[src/rtl/adc_ladder_button_debounce_top_macros.svh]
// Assertion macros for the ladder button debounce block.
// Used by the top level; expects clk and rst_n in the including scope.
`ifndef ADC_LADDER_BUTTON_DEBOUNCE_TOP_MACROS_SVH
`define ADC_LADDER_BUTTON_DEBOUNCE_TOP_MACROS_SVH
`ifndef SYNTHESIS
`define ALDB_ASSERT(lbl, prop, msg) \
  lbl: assert property (@(posedge clk) disable iff (!rst_n) prop) else $error(msg);
`define ALDB_ASSERT_RST(lbl, prop, msg) \
  lbl: assert property (@(posedge clk) prop) else $error(msg);
`else
`define ALDB_ASSERT(lbl, prop, msg)
`define ALDB_ASSERT_RST(lbl, prop, msg)
`endif
`endif

[src/rtl/aldb_pkg.sv]
// Shared types and constants of the ladder button debounce block.
// No dependencies.
`default_nettype none
package aldb_pkg;
  localparam int SAMPLE_WIDTH_DEF = 10;
  localparam int REG_W            = 10;
  localparam int BTN_W            = 3;
  localparam int HELD_W           = 11;
  localparam int CFG_IDX_W        = 3;

  localparam logic [BTN_W-1:0] BTN_NONE  = 3'd0;
  localparam logic [BTN_W-1:0] BTN_UP    = 3'd1;
  localparam logic [BTN_W-1:0] BTN_RIGHT = 3'd2;
  localparam logic [BTN_W-1:0] BTN_DOWN  = 3'd3;
  localparam logic [BTN_W-1:0] BTN_LEFT  = 3'd4;

  localparam logic [CFG_IDX_W-1:0] REG_UP_LIMIT    = 3'd0;
  localparam logic [CFG_IDX_W-1:0] REG_RIGHT_LIMIT = 3'd1;
  localparam logic [CFG_IDX_W-1:0] REG_DOWN_LIMIT  = 3'd2;
  localparam logic [CFG_IDX_W-1:0] REG_LEFT_LIMIT  = 3'd3;
  localparam logic [CFG_IDX_W-1:0] REG_DEBOUNCE    = 3'd4;

  localparam logic [REG_W-1:0] UP_LIMIT_RST    = 10'd155;
  localparam logic [REG_W-1:0] RIGHT_LIMIT_RST = 10'd310;
  localparam logic [REG_W-1:0] DOWN_LIMIT_RST  = 10'd465;
  localparam logic [REG_W-1:0] LEFT_LIMIT_RST  = 10'd992;
  localparam logic [REG_W-1:0] DEBOUNCE_RST    = 10'd80;

  typedef struct packed {
    logic [REG_W-1:0] up_limit;
    logic [REG_W-1:0] right_limit;
    logic [REG_W-1:0] down_limit;
    logic [REG_W-1:0] left_limit;
    logic [REG_W-1:0] debounce_time;
  } cfg_t;

  typedef struct packed {
    logic [BTN_W-1:0]  candidate_button;
    logic [BTN_W-1:0]  stable_button;
    logic [HELD_W-1:0] held_time;
  } state_t;

  typedef struct packed {
    state_t           state;
    logic             emit;
    logic [BTN_W-1:0] pressed_button;
  } step_t;
endpackage
`default_nettype wire

[src/rtl/aldb_if.sv]
// Valid/ready channel interfaces for samples in and button presses out.
// Depends on aldb_pkg.
`default_nettype none
interface aldb_in_if #(
  parameter int SAMPLE_WIDTH = aldb_pkg::SAMPLE_WIDTH_DEF
);
  logic                     valid;
  logic                     ready;
  logic [SAMPLE_WIDTH-1:0]  adc_sample;
  logic [aldb_pkg::REG_W-1:0] elapsed_time;

  modport source (output valid, output adc_sample, output elapsed_time, input ready);
  modport sink   (input valid, input adc_sample, input elapsed_time, output ready);
endinterface

interface aldb_out_if;
  logic                       valid;
  logic                       ready;
  logic [aldb_pkg::BTN_W-1:0] pressed_button;

  modport source (output valid, output pressed_button, input ready);
  modport sink   (input valid, input pressed_button, output ready);
endinterface
`default_nettype wire

[src/rtl/adc_ladder_button_debounce_top.sv]
// Ladder button debounce top: one request per cycle unless a waiting result stalls the input, state updated on accept.
// Latency: a press result is valid the cycle after its sample is accepted.
// Throughput: one sample per cycle; a result waiting in the output register
// stalls the input only in cycles where out ready is low.
// Reset (sync, active low): limits to 155/310/465/992, debounce 80, state cleared.
// Depends on aldb_pkg, aldb_if, aldb_step and the assertion macro header.
`default_nettype none
`include "adc_ladder_button_debounce_top_macros.svh"
module adc_ladder_button_debounce_top #(
  parameter int SAMPLE_WIDTH = aldb_pkg::SAMPLE_WIDTH_DEF
) (
  input  wire logic                           clk,
  input  wire logic                           rst_n,
  aldb_in_if.sink                             in_ch,
  aldb_out_if.source                          out_ch,
  input  wire logic                           cfg_we,
  input  wire logic [aldb_pkg::CFG_IDX_W-1:0] cfg_index,
  input  wire logic [aldb_pkg::REG_W-1:0]     cfg_data
);
  aldb_pkg::cfg_t   cfg_r;
  aldb_pkg::state_t state_r;
  aldb_pkg::step_t  step;
  logic             out_valid_r;
  logic [aldb_pkg::BTN_W-1:0] out_btn_r;
  logic             in_fire;

  assign in_ch.ready = !out_valid_r || out_ch.ready;
  assign in_fire     = in_ch.valid && in_ch.ready;

  assign out_ch.valid          = out_valid_r;
  assign out_ch.pressed_button = out_btn_r;

  aldb_step #(.SAMPLE_WIDTH(SAMPLE_WIDTH)) u_step (
    .adc_sample   (in_ch.adc_sample),
    .elapsed_time (in_ch.elapsed_time),
    .cfg          (cfg_r),
    .cur          (state_r),
    .step         (step)
  );

  always_ff @(posedge clk) begin
    if (!rst_n) begin
      cfg_r.up_limit      <= aldb_pkg::UP_LIMIT_RST;
      cfg_r.right_limit   <= aldb_pkg::RIGHT_LIMIT_RST;
      cfg_r.down_limit    <= aldb_pkg::DOWN_LIMIT_RST;
      cfg_r.left_limit    <= aldb_pkg::LEFT_LIMIT_RST;
      cfg_r.debounce_time <= aldb_pkg::DEBOUNCE_RST;
    end else if (cfg_we) begin
      unique case (cfg_index)
        aldb_pkg::REG_UP_LIMIT:    cfg_r.up_limit      <= cfg_data;
        aldb_pkg::REG_RIGHT_LIMIT: cfg_r.right_limit   <= cfg_data;
        aldb_pkg::REG_DOWN_LIMIT:  cfg_r.down_limit    <= cfg_data;
        aldb_pkg::REG_LEFT_LIMIT:  cfg_r.left_limit    <= cfg_data;
        aldb_pkg::REG_DEBOUNCE:    cfg_r.debounce_time <= cfg_data;
        default: ;
      endcase
    end
  end

  always_ff @(posedge clk) begin
    if (!rst_n) begin
      state_r.candidate_button <= aldb_pkg::BTN_NONE;
      state_r.stable_button    <= aldb_pkg::BTN_NONE;
      state_r.held_time        <= '0;
    end else if (in_fire) begin
      state_r <= step.state;
    end
  end

  always_ff @(posedge clk) begin
    if (!rst_n) begin
      out_valid_r <= 1'b0;
    end else if (in_fire && step.emit) begin
      out_valid_r <= 1'b1;
    end else if (out_ch.ready) begin
      out_valid_r <= 1'b0;
    end
  end

  always_ff @(posedge clk) begin
    if (in_fire && step.emit) begin
      out_btn_r <= step.pressed_button;
    end
  end

  `ALDB_ASSERT_RST(a_reset_clears_out, !rst_n |=> !out_valid_r, "output valid after reset")
  `ALDB_ASSERT(a_btn_code,
               out_valid_r |-> (out_btn_r != aldb_pkg::BTN_NONE &&
                                out_btn_r <= aldb_pkg::BTN_LEFT),
               "bad button code")
  `ALDB_ASSERT(a_emit_matches_stable,
               (in_fire && step.emit) |=>
                 (out_valid_r && out_btn_r == state_r.stable_button),
               "result differs from stable button")
  `ALDB_ASSERT(a_state_holds_idle, !in_fire |=> $stable(state_r), "state moved without request")
endmodule
`default_nettype wire

[src/rtl/aldb_step.sv]
// Ladder decode and debounce next-state logic for one request.
// Depends on aldb_pkg.
`default_nettype none
module aldb_step #(
  parameter int SAMPLE_WIDTH = aldb_pkg::SAMPLE_WIDTH_DEF
) (
  input  wire logic [SAMPLE_WIDTH-1:0]    adc_sample,
  input  wire logic [aldb_pkg::REG_W-1:0] elapsed_time,
  input  wire aldb_pkg::cfg_t             cfg,
  input  wire aldb_pkg::state_t           cur,
  output aldb_pkg::step_t                 step
);
  localparam int CMP_W = (SAMPLE_WIDTH > aldb_pkg::REG_W) ? SAMPLE_WIDTH : aldb_pkg::REG_W;
  localparam int HW    = aldb_pkg::HELD_W;

  logic [CMP_W-1:0]          level;
  logic [aldb_pkg::BTN_W-1:0] seen;
  logic [HW:0]               sum;
  logic [HW-1:0]             held_add;
  logic [HW-1:0]             deb;
  logic [HW-1:0]             held_n;
  logic                      reached;

  assign level = CMP_W'(adc_sample);
  assign deb   = HW'(cfg.debounce_time);

  always_comb begin
    priority if (level <= CMP_W'(cfg.up_limit)) begin
      seen = aldb_pkg::BTN_UP;
    end else if (level <= CMP_W'(cfg.right_limit)) begin
      seen = aldb_pkg::BTN_RIGHT;
    end else if (level <= CMP_W'(cfg.down_limit)) begin
      seen = aldb_pkg::BTN_DOWN;
    end else if (level <= CMP_W'(cfg.left_limit)) begin
      seen = aldb_pkg::BTN_LEFT;
    end else begin
      seen = aldb_pkg::BTN_NONE;
    end
  end

  assign sum      = (HW+1)'(cur.held_time) + (HW+1)'(elapsed_time);
  assign held_add = sum[HW] ? {HW{1'b1}} : sum[HW-1:0];
  assign held_n   = (cur.held_time < deb) ? held_add : cur.held_time;
  assign reached  = (held_n >= deb);

  always_comb begin
    step                = '0;
    step.state          = cur;
    step.pressed_button = cur.candidate_button;
    if (seen != cur.candidate_button) begin
      step.state.candidate_button = seen;
      step.state.held_time        = '0;
    end else begin
      step.state.held_time = held_n;
      if (reached && (cur.stable_button != cur.candidate_button)) begin
        step.state.stable_button = cur.candidate_button;
        step.emit = (cur.candidate_button != aldb_pkg::BTN_NONE);
      end
    end
  end
endmodule
`default_nettype wire

[src/flat_wrapper.sv]
// flat-port wrapper written by rule: the top's interface ports become plain ports
module adc_ladder_button_debounce_top_flat 
#(
  parameter int SAMPLE_WIDTH = aldb_pkg::SAMPLE_WIDTH_DEF
)
  (clk, rst_n, cfg_we, cfg_index, cfg_data, in_ch_valid, in_ch_adc_sample, in_ch_elapsed_time, in_ch_ready, out_ch_valid, out_ch_pressed_button, out_ch_ready);
  aldb_in_if #(.SAMPLE_WIDTH(SAMPLE_WIDTH)) in_ch_i ();
  aldb_out_if out_ch_i ();
  input  wire logic clk;
  input  wire logic rst_n;
  input  wire logic cfg_we;
  input  wire logic [aldb_pkg::CFG_IDX_W-1:0] cfg_index;
  input  wire logic [aldb_pkg::REG_W-1:0] cfg_data;
  input wire logic [$bits(in_ch_i.valid)-1:0] in_ch_valid;
  input wire logic [$bits(in_ch_i.adc_sample)-1:0] in_ch_adc_sample;
  input wire logic [$bits(in_ch_i.elapsed_time)-1:0] in_ch_elapsed_time;
  output wire logic [$bits(in_ch_i.ready)-1:0] in_ch_ready;
  output wire logic [$bits(out_ch_i.valid)-1:0] out_ch_valid;
  output wire logic [$bits(out_ch_i.pressed_button)-1:0] out_ch_pressed_button;
  input wire logic [$bits(out_ch_i.ready)-1:0] out_ch_ready;
  assign in_ch_i.valid = in_ch_valid;
  assign in_ch_i.adc_sample = in_ch_adc_sample;
  assign in_ch_i.elapsed_time = in_ch_elapsed_time;
  assign in_ch_ready = in_ch_i.ready;
  assign out_ch_valid = out_ch_i.valid;
  assign out_ch_pressed_button = out_ch_i.pressed_button;
  assign out_ch_i.ready = out_ch_ready;
  adc_ladder_button_debounce_top #(.SAMPLE_WIDTH(SAMPLE_WIDTH)) u_core (.clk(clk), .rst_n(rst_n), .in_ch(in_ch_i), .out_ch(out_ch_i), .cfg_we(cfg_we), .cfg_index(cfg_index), .cfg_data(cfg_data));
endmodule
[config.mk]
export PLATFORM = sky130hd
export DESIGN_NAME = adc_ladder_button_debounce_top_flat
export DESIGN_NICKNAME = d
export VERILOG_FILES = /design/src/rtl/aldb_pkg.sv /design/src/rtl/aldb_if.sv /design/src/rtl/adc_ladder_button_debounce_top.sv /design/src/rtl/aldb_step.sv /design/src/flat_wrapper.sv
export VERILOG_INCLUDE_DIRS = /design/src /design/src/rtl
export SDC_FILE = /design/constraint.sdc
export NUM_CORES = 1
export LEC_CHECK = 0
export ABC_AREA = 1
export BUFFER_PORTS_ARGS = -buffer_cell sky130_fd_sc_hd__buf_2
export CORE_ASPECT_RATIO = 2
export CORE_MARGIN = 8
export CORE_UTILIZATION = 62
export CTS_BUF_LIST = sky130_fd_sc_hd__clkbuf_8
export CTS_CLUSTER_SIZE = 28
export DETAILED_ROUTE_END_ITERATION = 10
export PLACE_DENSITY = 0.83
export SYNTH_ARGS = -nofsm -noshare
export SYNTH_HDL_FRONTEND = slang
export SYNTH_SLANG_ARGS = --single-unit
[constraint.sdc]
create_clock -name clk -period 3.7 [get_ports clk]
set_input_delay 0.74 -clock clk [delete_from_list [all_inputs] [get_ports clk]]
set_output_delay 0.74 -clock clk [all_outputs]
set_load 0.1 [all_outputs]
# --- Word-level counts from Yosys, hierarchy flattened ---
# Cells that the tools add are included.
word_totals:
  regBits: 71
  in_bits: 38
classes:
  add_sub_neg: 1
  magnitude_cmp: 6
  n_eq_ne: 6
  n_mux: 11
  bitwise: 1
  n_reduce_logical: 15
ops:
  columns: ["operator", "n"]
  rows:
  - ["$le A10 B10 Y1", 4]
  - ["$mux W11", 3]
  - ["$add A11 B10 Y12", 1]
  - ["$mux W3", 4]
  - ["$reduce_and A2 Y1", 6]
  - ["$ge A11 B10 Y1", 1]
  - ["$lt A11 B10 Y1", 1]
  - ["$eq A3 B2 Y1 const B", 2]
  - ["$ne A3 B3 Y1", 2]
  - ["$mux W1", 4]
  - ["$eq A3 B1 Y1 const B", 1]
  - ["$eq A3 B3 Y1 const B", 1]
  - ["$logic_and A1 B1 Y1", 3]
  - ["$logic_not A3 Y1", 1]
  - ["$reduce_and A3 Y1", 1]
  - ["$reduce_bool A3 Y1", 1]
  - ["$reduce_bool A2 Y1", 1]
  - ["$logic_not A1 Y1", 1]
  - ["$logic_or A1 B1 Y1", 1]
  - ["$not A1 Y1", 1]

# --- Logic depth before layout (Yosys ltp) ---
# Gate-level depths: netlist of the first run.
depth:
  ltp_word: 9
  mapped_depth: 28
  mapped_depth_nobuf: 27

# --- Hierarchy ---
# From an unflattened synthesis of the first run, not the netlist that was laid out.
hier_totals:
  cells_unflattened: 804
  area_unflattened_um2: 5306.3
modules_own_cells:
  columns: ["module", "instances", "cells_each", "area_per_inst_um2", "seq_area_each_um2"]
  rows:
  - ["adc_ladder_button_debounce_top", 1, 379, 2770.2, 1451.4]
  - ["aldb_step", 1, 425, 2536.2, 0.0]

# --- Least setup slack after synthesis of the first run ---
# Ideal clock, no wire load.
synth_timing:
  path_type: "input-to-reg"
  start: "in in_ch_elapsed_time[0]"
  end: "reg u_core.out_btn_r (netlist bit u_core.out_ch.pressed_button[0]) (enable)"
  arrival_ns: 3.059
  slack_ns: 0.342
  cell_stages: 23
  path_cell_list: "ha_1 > inv_1 > fa_1 > o21ai_0 > xnor2_1 > nand2_1 > o21ai_0 > inv_1 > ha_1 > nand2_1 > nor2_1 > nand2_1 > nand2_1 > nand2_1 > nand3_1 > nand2_1 > nand2_1 > nand2_1 > nand3_1 > nand2_1 > nor2_1 > nand3_2 > inv_1"
synth_via:
  elab_chain_len: 8
synth_lines:
  columns: ["item", "line_no", "source"]
  rows:
  - ["from (decl)", "flat_wrapper.sv:16", "input wire logic [$bits(in_ch_i.elapsed_time)-1:0] in_ch_elapsed_time;"]
  - ["$add A11 B10 Y12", "aldb_step.sv:41", "assign sum = (HW+1)'(cur.held_time) + (HW+1)'(elapsed_time);"]
  - ["$mux W11", "aldb_step.sv:42", "assign held_add = sum[HW] ? {HW{1'b1}} : sum[HW-1:0];"]
  - ["$mux W11", "aldb_step.sv:43", "assign held_n = (cur.held_time < deb) ? held_add : cur.held_time;"]
  - ["$ge A11 B10 Y1", "aldb_step.sv:44", "assign reached = (held_n >= deb);"]
  - ["$logic_and A1 B1 Y1", "aldb_step.sv:55", "if (reached && (cur.stable_button != cur.candidate_button)) begin"]
  - ["$mux W1", "aldb_step.sv:55", null]
  - ["$mux W1", "aldb_step.sv:50", "if (seen != cur.candidate_button) begin"]
  - ["$logic_and A1 B1 Y1", "adc_ladder_button_debounce_top.sv:81", "if (in_fire && step.emit) begin"]
  - ["to (signal assigned)", "adc_ladder_button_debounce_top.sv:82", "out_btn_r <= step.pressed_button;"]
  - ["to (decl)", "adc_ladder_button_debounce_top.sv:24", "logic [aldb_pkg::BTN_W-1:0] out_btn_r;"]
# Every way passes these cells.
# A chain may end at the register's enable or synchronous reset.

# --- Worst setup path after layout of the first run ---
layout_timing:
  start: "reg u_core.state_r[8] (netlist bit)"
  end: "reg u_core.out_btn_r (netlist bit u_core.out_ch.pressed_button[0]) (enable)"
layout_via:
  elab_chain_len: 8
layout_lines:
  columns: ["item", "line_no", "source"]
  rows:
  - ["from (decl)", "adc_ladder_button_debounce_top.sv:21", "aldb_pkg::state_t state_r;"]
  - ["from (signal assigned)", "adc_ladder_button_debounce_top.sv:66", "state_r <= step.state;"]
  - ["$add A11 B10 Y12", "aldb_step.sv:41", null]
  - ["$mux W11", "aldb_step.sv:42", null]
  - ["$mux W11 (*)", "aldb_step.sv:43", null]
  - ["$ge A11 B10 Y1 (*)", "aldb_step.sv:44", null]
  - ["$logic_and A1 B1 Y1 (*)", "aldb_step.sv:55", null]
  - ["$mux W1 (*)", "aldb_step.sv:55", null]
  - ["$mux W1 (*)", "aldb_step.sv:50", null]
  - ["$logic_and A1 B1 Y1 (*)", "adc_ladder_button_debounce_top.sv:81", null]
# Mark *: on every way between the ends. The rest lies on a longest branch, timed or not.

==> impl_metrics.py, run 1 <==
metrics = {
    "floorplan": {
        "die_area_sq_um": 11000,
        "die_x_um": 78.4,
        "initial_core_util_pct": 63.5,
        "rows": 45,
        "die_y_um": 141,
        "core_sq_um": 7600,
        "ioPinCount": 43,
    },
    "cells_and_area": {
        "post-route-util_pct": 71.0,
        "syn_to_final_growth_pct": 11.9,
        "mostFrequentLayoutCells": "nand2_1 (142), inv_1 (113), ha_1 (69)",
        "layout-drive-gt1-share_pct": 13.6,
        "final_common_cell": "nand2_1",
        "fin_nets": 836,
        "antenna_cells": 0,
        "layout.cells.non_filler": 827,
    },
    "clocking": {
        "clkTransAtPathRegs_ps": 80,
        "cts_hold_buffers": 0,
        "cts_num_sinks": 71,
        "cts_tree": "done",
        "clock_latency_ps": 360,
        "clock_path_buffers": 2,
        "h-tree-depth": 3,
        "cts_root_buffer": "clkbuf_8",
        "numCtsBuffers": 9,
    },
    "logic_synthesis": {
        "async_flop_share_pct": 0,
        "ys_ff_latch": 71,
        "avgSynthCellArea_sq_um": 7.10,
        "synth_cell_types": 38,
        "synth_fp_nets": 788,
        "synth_edf_count": 3,
        "yosysSeqAreaShare_pct": 30.1,
        "synth_flop_cell": "dfxtp_1",
        "synth_area_sq_um": 4830,
        "netlist_instances": 680,
        "ys.warnings.count": 0,
    },
    "hold_path": {
        "min_from": "u_core.cfg_r[29]",
        "min_path_cells": 2,
        "min_delay_worst_endpoint": "u_core.cfg_r[29]",
        "holdCritPathClass": "reg2reg",
    },
    "placed_design": {
        "numPlacedInstances": 809,
        "port_buffers": 42,
        "gp_congestion": 0.949,
        "hpwl_um": 9830,
    },
    "global_routing": {
        "grt_max_degree": 58,
        "antenna_found_initial": 0,
        "grt_first_pass_wirelength_um": 20600,
        "grt_pass1_vias": 4641,
        "grt_overflow_total": 0,
        "grt_use_total_pct": 23.3,
    },
    "critical_path": {
        "rrSetupSlack_ps": 260,
        "crit_path_max_fanout": 8,
        "regToRegStartpoint": "u_core.state_r[8]",
        "cp-end-kind": "flop",
        "critPathArrivalTime_ps": 3520,
        "r2r_end": "u_core.out_ch.pressed_button[0]",
        "startpoint_type": "flop",
        "critPathKind": "reg2reg",
        "rr_worst_depth": 23,
        "worstPathRequired_ps": 3780,
    },
    "sta": {
        "rsz0062_at_grt": "no",
        "slew_headroom_pct": 52.7,
        "finalHoldViolations": 0,
        "fin_crit_ps": 3440,
        "tightest_slew_ps": 705,
        "skew_ps": 7.66,
        "report.final.slew_viol_count": 0,
        "fmax_mhz": 291,
        "finalSetupViolCount": 0,
        "finalCritPeriodShare_pct": 92.9,
    },
    "detailed_routing": {
        "vias": 4541,
        "drt-total-wl_um": 12600,
        "vias_per_cell": 5.49,
        "initialDrtViolationCount": 146,
        "ant_nets": 0,
        "first_pass_iters": 4,
        "detail_route.wl_per_cell_um": 15.2,
        "drc": 0,
    },
    "power": {
        "powerDensity_nw_per_um2": 389,
        "peakVddDrop_uv": 318,
        "p_leak_nw": 2.74,
    },
    "flow_run": {
        "drv_cap": 0,
    },
    "outcome": {
        "status": "completed",
    },
}
## metal layers
layer	part of all wire (%)	global-route usage (%)
met2	54	43.2
met5	0	0
met3	3.2	4.90
met1	36	20.8
met4	7.0	18.2
## where the power goes
part | internal (mW) | switching (mW) | total, mW
combinational | 0.224 | 0.373 | 0.597
sequential | 0.805 | 0.0263 | 0.831
clock | 0.374 | 0.298 | 0.673
## logic make-up after synthesis
family / count (synthesis) / share of synthesized area [%]
AND/OR/NAND/NOR: 243 / 21.7
AO/OA/AOI/OAI: 157 / 18.1
XOR/XNOR: 6 / 1.09
multiplexers: 1 / 0.207
adder cells (fa/ha/maj): 70 / 18.3
buffers and inverters: 132 / 10.5
flip-flops: 71 / 30.1
## registers in the layout, indices dropped and copies added (netlist names)
register,flops
u_core.out_ch.valid,1
u_core.out_ch.pressed_button,3
u_core.state_r,17
u_core.cfg_r,50
## cell type report
cell class              instances  area (sq um)
multi-input cells             477          2900
clock buffers                   9           124
flip-flops and latches         71          1450
clock inverters                 7          87.6
well taps                      94           118
inverters                     117           439
repair buffers                 52           285
fillers                       688          2200
## worst max-delay path by stage
stage / end / start / cells after the start / slack, ps
2_1_floorplan: u_core.out_ch.pressed_button[0] / in_ch_elapsed_time[0] / 23 / 340
5_1_grt: u_core.out_ch.pressed_button[0] / u_core.state_r[8] / 23 / 5
3_3_place_gp: u_core.out_ch.pressed_button[2] / in_ch_elapsed_time[0] / 24 / 60
4_1_cts: u_core.out_ch.pressed_button[0] / u_core.cfg_r[9] / 27 / 180
3_5_place_dp: u_core.out_ch.pressed_button[1] / in_ch_elapsed_time[3] / 23 / -40
6_report: u_core.out_ch.pressed_button[0] / u_core.state_r[8] / 23 / 260
## critical path: stages, from the launching register on
cell and delay (ps):
dfxtp_1 420, ha_1 270, a21oi_1 170, o21a_1 200
nand2_1 110, nor2_4 220, o21ai_0 120, a21oi_1 150
a21oi_1 80, ha_1 300, nand2_1 70, nor2_1 160
nand2_1 80, nand2_1 60, nand2_1 40, nand3_1 80
nand2_1 60, nand2_1 60, nand2_1 50, nand3_1 110
nand2_1 60, nor2_1 110, nand3_2 100, inv_2 110
## stage by stage
| stage | power (mW) | setup slack, ps | setup TNS (ps) | hold slack (ps) | instance area, sq um |
|---|---|---|---|---|---|
| after floorplan | 1.25 | 342 | 0 | 433 | 4830 |
| after global placement | 1.40 | 58.0 | 0 | 442 | 5150 |
| after detailed placement | 1.42 | -36.0 | -108 | 451 | 5150 |
| after CTS | 2.09 | 177 | 0 | 462 | 5360 |
| after global routing | 2.22 | 4.64 | 0 | 487 | 5400 |
| final | 2.10 | 264 | 0 | 461 | 5400 |
## synthesized netlist by cell type, drive strengths merged, types with 5 or more instances
cell type,instances,share of area [%]
a21oi,72,7.6
clkbuf,11,0.86
dfxtp,68,28
ha,69,18
inv,117,9.1
nand2,152,12
nand3,21,2.4
nand4,5,0.78
nor2,59,5.4
nor3,5,0.62
o211ai,16,2.5
o21ai,54,5.6
xnor2,5,0.91
## timing repair
item	in CTS	in global routing
resized for setup	1	6
setup endpoints to repair	3	6
buffers inserted	0	2
pin swaps	0	1
(Power assumes the default switching activity.)
==> run 2: changes to the inputs <==
clock period = 3.8 ns   (was 3.7 ns; I/O delays follow)
==> impl_metrics.py, run 2 (synthesized netlist as in run 1, its figures left out) <==
metrics = {
    "sta": {
        "report.final.slew_viol_count": 0,
        "finalSetupViolCount": 0,
        "setup_slack_ps": 301,
        "finalHoldViolations": 0,
        "tightest_slew_ps": 733,
        "finalCritPeriodShare_pct": 92.1,
        "slew_headroom_pct": 50.7,
        "fmax_mhz": 286,
        "skew_ps": 10.2,
        "fin_crit_ps": 3500,
    },
    "global_routing": {
        "grt_max_degree": 58,
        "antenna_found_initial": 0,
        "grt_overflow_total": 0,
        "grt_first_pass_wirelength_um": 21300,
        "grt_use_total_pct": 24.2,
        "grt_pass1_vias": 4730,
    },
    "cells_and_area": {
        "fillerInstances": 665,
        "largest_reg_flops": 50,
        "layout-drive-gt1-share_pct": 12.5,
        "top_register": "u_core.cfg_r",
        "register_area_sq_um": 1450,
        "syn_to_final_growth_pct": 10.9,
        "multi_input_area_sq_um": 2890,
        "fin_nets": 831,
        "antenna_cells": 0,
        "mostFrequentLayoutCells": "nand2_1 (142), inv_1 (114), a21oi_1 (69), ha_1 (69), dfxtp_1 (68)",
        "final_common_cell": "nand2_1",
        "post-route-util_pct": 70.4,
    },
    "clocking": {
        "cts_tree": "done",
        "cts_root_buffer": "clkbuf_8",
        "h-tree-depth": 3,
        "numCtsBuffers": 9,
        "clock_path_buffers": 2,
        "post-cts-setup-buffers": 0,
        "cts_num_sinks": 71,
        "clock_latency_ps": 360,
        "clkTransAtPathRegs_ps": 80,
    },
    "floorplan": {
        "die_area_sq_um": 11000,
        "core_sq_um": 7600,
        "die_y_um": 141,
        "initial_core_util_pct": 63.5,
        "die_x_um": 78.4,
        "rows": 45,
        "ioPinCount": 43,
    },
    "placed_design": {
        "port_buffers": 42,
        "place_ws_ps": 7.83,
        "gp_congestion": 0.933,
        "hpwl_um": 9940,
    },
    "critical_path": {
        "crit_path_max_fanout": 7,
        "worstPathRequired_ps": 3880,
        "critPathKind": "reg2reg",
        "critPathArrivalTime_ps": 3580,
        "startpoint_type": "flop",
        "cp-end-kind": "flop",
        "rrSetupSlack_ps": 300,
    },
    "outcome": {
        "status": "completed",
    },
    "detailed_routing": {
        "detail_route.wl_per_cell_um": 15.4,
        "drc": 0,
        "vias": 4556,
        "initialDrtViolationCount": 267,
        "ant_nets": 0,
        "first_pass_iters": 5,
        "drt-total-wl_um": 12700,
        "vias_per_cell": 5.54,
    },
    "power": {
        "peakVddDrop_uv": 308,
        "powerDensity_nw_per_um2": 379,
        "p_total_mw": 2.03,
        "p_leak_nw": 2.71,
    },
    "hold_path": {
        "holdCritPathClass": "reg2reg",
    },
    "flow_run": {
        "drv_cap": 0,
    },
}
-- run 2: final cells by class --
class                   instances  share of cell area (%)
flip-flops and latches         71                    27.1
clock inverters                 7                    1.64
repair buffers                 47                    4.63
clock buffers                   9                    2.31
inverters                     117                    8.20
multi-input cells             477                    53.9
well taps                      94                    2.20
-- run 2: what timing repair did --
item                                    4_1_cts  5_1_grt
gates resized for setup                       0        4
hold buffers                                  0        0
endpoints found under the setup margin        0        7
-- run 2: path summary, 6_finish.rpt --
kind,from,end,cells past startpoint
hold / removal,u_core.cfg_r[45],u_core.cfg_r[45],2
setup reg to reg,u_core.cfg_r[8],u_core.out_ch.pressed_button[2],27
setup / recovery,u_core.cfg_r[8],u_core.out_ch.pressed_button[2],27
hold reg to reg,u_core.cfg_r[45],u_core.cfg_r[45],2
-- run 2: metrics by stage --
stage               instances  cell area (sq um)  TNS [ps]  hold slack (ps)
finish                    822               5350         0              461
global route              822               5350     -74.2              487
CTS                       822               5340         0              464
detailed placement        806               5120         0              453
global placement          806               5120         0              443
floorplan                 680               4830         0              433
-- run 2: worst max-delay path, stage by stage (launching register included) --
cell	delay, ps
dfxtp_1	310
inv_1	60
ha_1	290
nand2_1	80
nor3_2	190
nand2_1	90
a21oi_1	230
nor2_4	100
buf_4	160
mux2i_1	150
inv_1	90
ha_1	290
nand2_1	70
inv_1	80
nand2_1	50
nand2_1	60
nand2_1	50
nand2_1	60
nand2_1	50
nand3_1	80
nand2_1	60
nand2_1	60
nand2_1	50
nand3_1	110
nand2_1	70
nor2_1	110
nand3_2	90
inv_1	140
-- run 2: report_power, final --
| group | internal [mW] | switching (mW) | leakage (nW) |
|---|---|---|---|
| combinational | 0.203 | 0.357 | 2.03 |
| sequential | 0.784 | 0.0253 | 0.582 |
| clock | 0.364 | 0.297 | 0.100 |
| total | 1.35 | 0.679 | 2.71 |
-- run 2: layer usage --
metal / share of wire [%] / global-route usage, %
met5: 0 / 0
met4: 7.3 / 19.3
met3: 4.2 / 4.46
met2: 54 / 44.6
met1: 34 / 22.0
==> run 3: changes to the inputs <==
CAP_MARGIN = 20   (was not set)
PLACE_DENSITY = 0.82   (was 0.83)
SYNTH_HIERARCHICAL = 1   (was not set)
==> impl_metrics.py, run 3 <==
metrics = {
    "detailed_routing": {
        "vias_per_cell": 5.30,
        "first_pass_iters": 7,
        "initialDrtViolationCount": 409,
        "detail_route.wl_per_cell_um": 13.5,
        "vias": 5101,
        "drc": 0,
        "ant_nets": 0,
        "drt-total-wl_um": 13000,
    },
    "sta": {
        "finalHoldViolations": 0,
        "tightest_slew_ps": 880,
        "slew_headroom_pct": 41.3,
        "report.final.slew_viol_count": 0,
        "fmax_mhz": 280,
        "fin_crit_ps": 3580,
        "finalCritPeriodShare_pct": 94.1,
        "setup-tns-final_ps": 0,
        "finalSetupViolCount": 0,
        "skew_ps": 7.10,
        "setup_slack_ps": 222,
    },
    "logic_synthesis": {
        "yosys.area.top_type": "dfxtp_1",
        "ys.warnings.count": 6,
        "yosys.area.top_type_share_pct": 25.7,
        "synth.top_cells.by_area": "dfxtp_1 (26%), ha_1 (16%), nand2_1 (15%)",
        "async_flop_share_pct": 0,
        "synth_edf_count": 3,
        "synth.most_common_cell": "nand2_1",
        "synthTopCellsByCount": "nand2_1 (208), nor2_1 (120), inv_1 (119), nand3_1 (71), ha_1 (69)",
        "ys_ff_latch": 71,
        "synth_cell_types": 36,
        "synth_area_sq_um": 5310,
        "yosysSeqAreaShare_pct": 27.4,
        "netlist_instances": 804,
        "avgSynthCellArea_sq_um": 6.60,
        "synth_fp_nets": 912,
        "synth_flop_cell": "dfxtp_1",
    },
    "hold_path": {
        "holdCritPathClass": "reg2reg",
    },
    "floorplan": {
        "core_sq_um": 8470,
        "ioPinCount": 43,
        "die_area_sq_um": 12000,
        "die_y_um": 147,
        "die_x_um": 81.4,
        "initial_core_util_pct": 62.7,
        "rows": 48,
    },
    "critical_path": {
        "cp-end-kind": "flop",
        "crit_path_max_fanout": 6,
        "critPathKind": "reg2reg",
        "critPathTopFamily": "simple AND/OR/NAND/NOR gates",
        "startpoint_type": "flop",
        "cp_slowest_stage_delay_ps": 340,
        "cpMostUsedCell": "nand2_1",
        "cp_slowest_cell": "dfxtp_1",
        "worstPathRequired_ps": 3860,
        "critPathArrivalTime_ps": 3640,
        "cp.buffers_inverters": 5,
    },
    "cells_and_area": {
        "fillerInstances": 738,
        "largest_reg_flops": 50,
        "layout.cells.non_filler": 963,
        "final_common_cell": "nand2_1",
        "fin_nets": 966,
        "mostFrequentLayoutCells": "nand2_1 (208), inv_1 (121), nor2_1 (116)",
        "antenna_cells": 0,
        "top_register": "u_core/cfg_r",
        "fin_area_sq_um": 5910,
        "layout-drive-gt1-share_pct": 13.8,
        "syn_to_final_growth_pct": 11.3,
    },
    "clocking": {
        "cts_tree": "done",
        "cts_num_sinks": 71,
        "clock_path_buffers": 2,
        "h-tree-depth": 3,
        "clock_latency_ps": 350,
        "clkTransAtPathRegs_ps": 70,
        "numCtsBuffers": 9,
        "cts_hold_buffers": 0,
        "cts_root_buffer": "clkbuf_8",
    },
    "power": {
        "internal_power_mw": 1.36,
        "p_leak_nw": 3.26,
        "powerDensity_nw_per_um2": 349,
        "sequentialPowerShare_pct": 39.4,
        "p_switching_mw": 0.703,
        "clock_power_share_pct": 28.9,
        "comb_power_share_pct": 31.7,
        "netSwitchingFraction_pct": 34.1,
        "p_total_mw": 2.06,
        "peakVddDrop_uv": 305,
    },
    "global_routing": {
        "grt_max_degree": 44,
        "grt_pass1_vias": 4879,
        "grt_overflow_total": 0,
        "grt_first_pass_wirelength_um": 21500,
        "antenna_found_initial": 0,
        "grt_use_total_pct": 22.2,
    },
    "placed_design": {
        "hpwl_um": 9670,
        "placed_cell_area_sq_um": 5660,
        "port_buffers": 42,
        "place_ws_ps": -253,
        "numPlacedInstances": 944,
        "gp_congestion": 0.854,
    },
    "flow_run": {
        "drv_cap": 0,
    },
    "outcome": {
        "status": "completed",
    },
}
run 3: cell count changes after synthesis, moves of 14 or more:
cell | before | now
o21ai_0 | 54 | 12
a21oi_1 | 70 | 22
o211ai_1 | 16 | 2
nand2_1 | 142 | 208
nand3_1 | 19 | 71
nor2_2 | 4 | 19
nor2_1 | 52 | 120
nand3b_1 | 1 | 17
run 3: cell families (layout without fill, tap and decap cells):
logic type      Yosys count  in the layout  synth area share [%]
buf+inv                 143            201                  10.9
xor+xnor                  9              9                  1.49
flops                    71             71                  27.4
simple gates            458            459                  37.7
fa+ha+maj                70             70                  16.6
compound gates           53             53                  5.87
run 3: metal layers:
layer	wire, um	part of all wire [%]	up-vias	GRT usage [%]
li1	-	-	2629	-
met1	5600	43	2275	26.9
met2	6370	49	163	36.6
met3	665	5.1	34	3.61
met4	384	2.9	0	9.73
met5	0	0	-	0
run 3: per-stage QoR:
step | hold WS (ps) | util, %
2_1_floorplan | 429 | -
4_1_cts | 461 | 69.1
3_3_place_gp | 441 | 66.9
5_1_grt | 487 | 69.8
3_5_place_dp | 442 | 66.9
6_report | 458 | 69.8
run 3: what timing repair did:
item / 4_1_cts / 5_1_grt
buffers inserted: 0 / 2
resized for setup: 0 / 12
endpoints found under the setup margin: 0 / 7
run 3: final cells by class:
cell class                 count  area, sq um  area share (%)
sequential                    71         1450            24.6
timing repair buffer          63          368            6.23
multi-input combinational    591         3310            56.1
tap                          100          125            2.12
inverter                     122          458            7.75
clock buffer                  10          138            2.33
clock inverter                 6         52.6           0.890
run 3: final timing paths:
kind	endpoint	depth (start not counted)	slack [ps]	startpoint
setup / recovery	u_core/out_ch.pressed_button[1]	25	220	u_core/cfg_r[6]
setup reg to reg	u_core/out_ch.pressed_button[1]	25	220	u_core/cfg_r[6]
hold reg to reg	u_core/cfg_r[15]	2	460	u_core/cfg_r[15]
hold / removal	u_core/cfg_r[15]	2	460	u_core/cfg_r[15]
run 3: power groups by stage:
stage | clock network, mW | registers, mW | logic (mW)
3_5_place_dp | 0 | 0.829 | 0.615
6_report | 0.595 | 0.812 | 0.655
4_1_cts | 0.609 | 0.812 | 0.623
2_1_floorplan | 0 | 0.828 | 0.444
3_3_place_gp | 0 | 0.828 | 0.599
5_1_grt | 0.642 | 0.816 | 0.739
run 3: tightest hold or removal path: cells and delay by family, from the launching register on:
kind	cells	cell delay (ps)
AND/OR/NAND/NOR	2	100
flip-flops	1	330
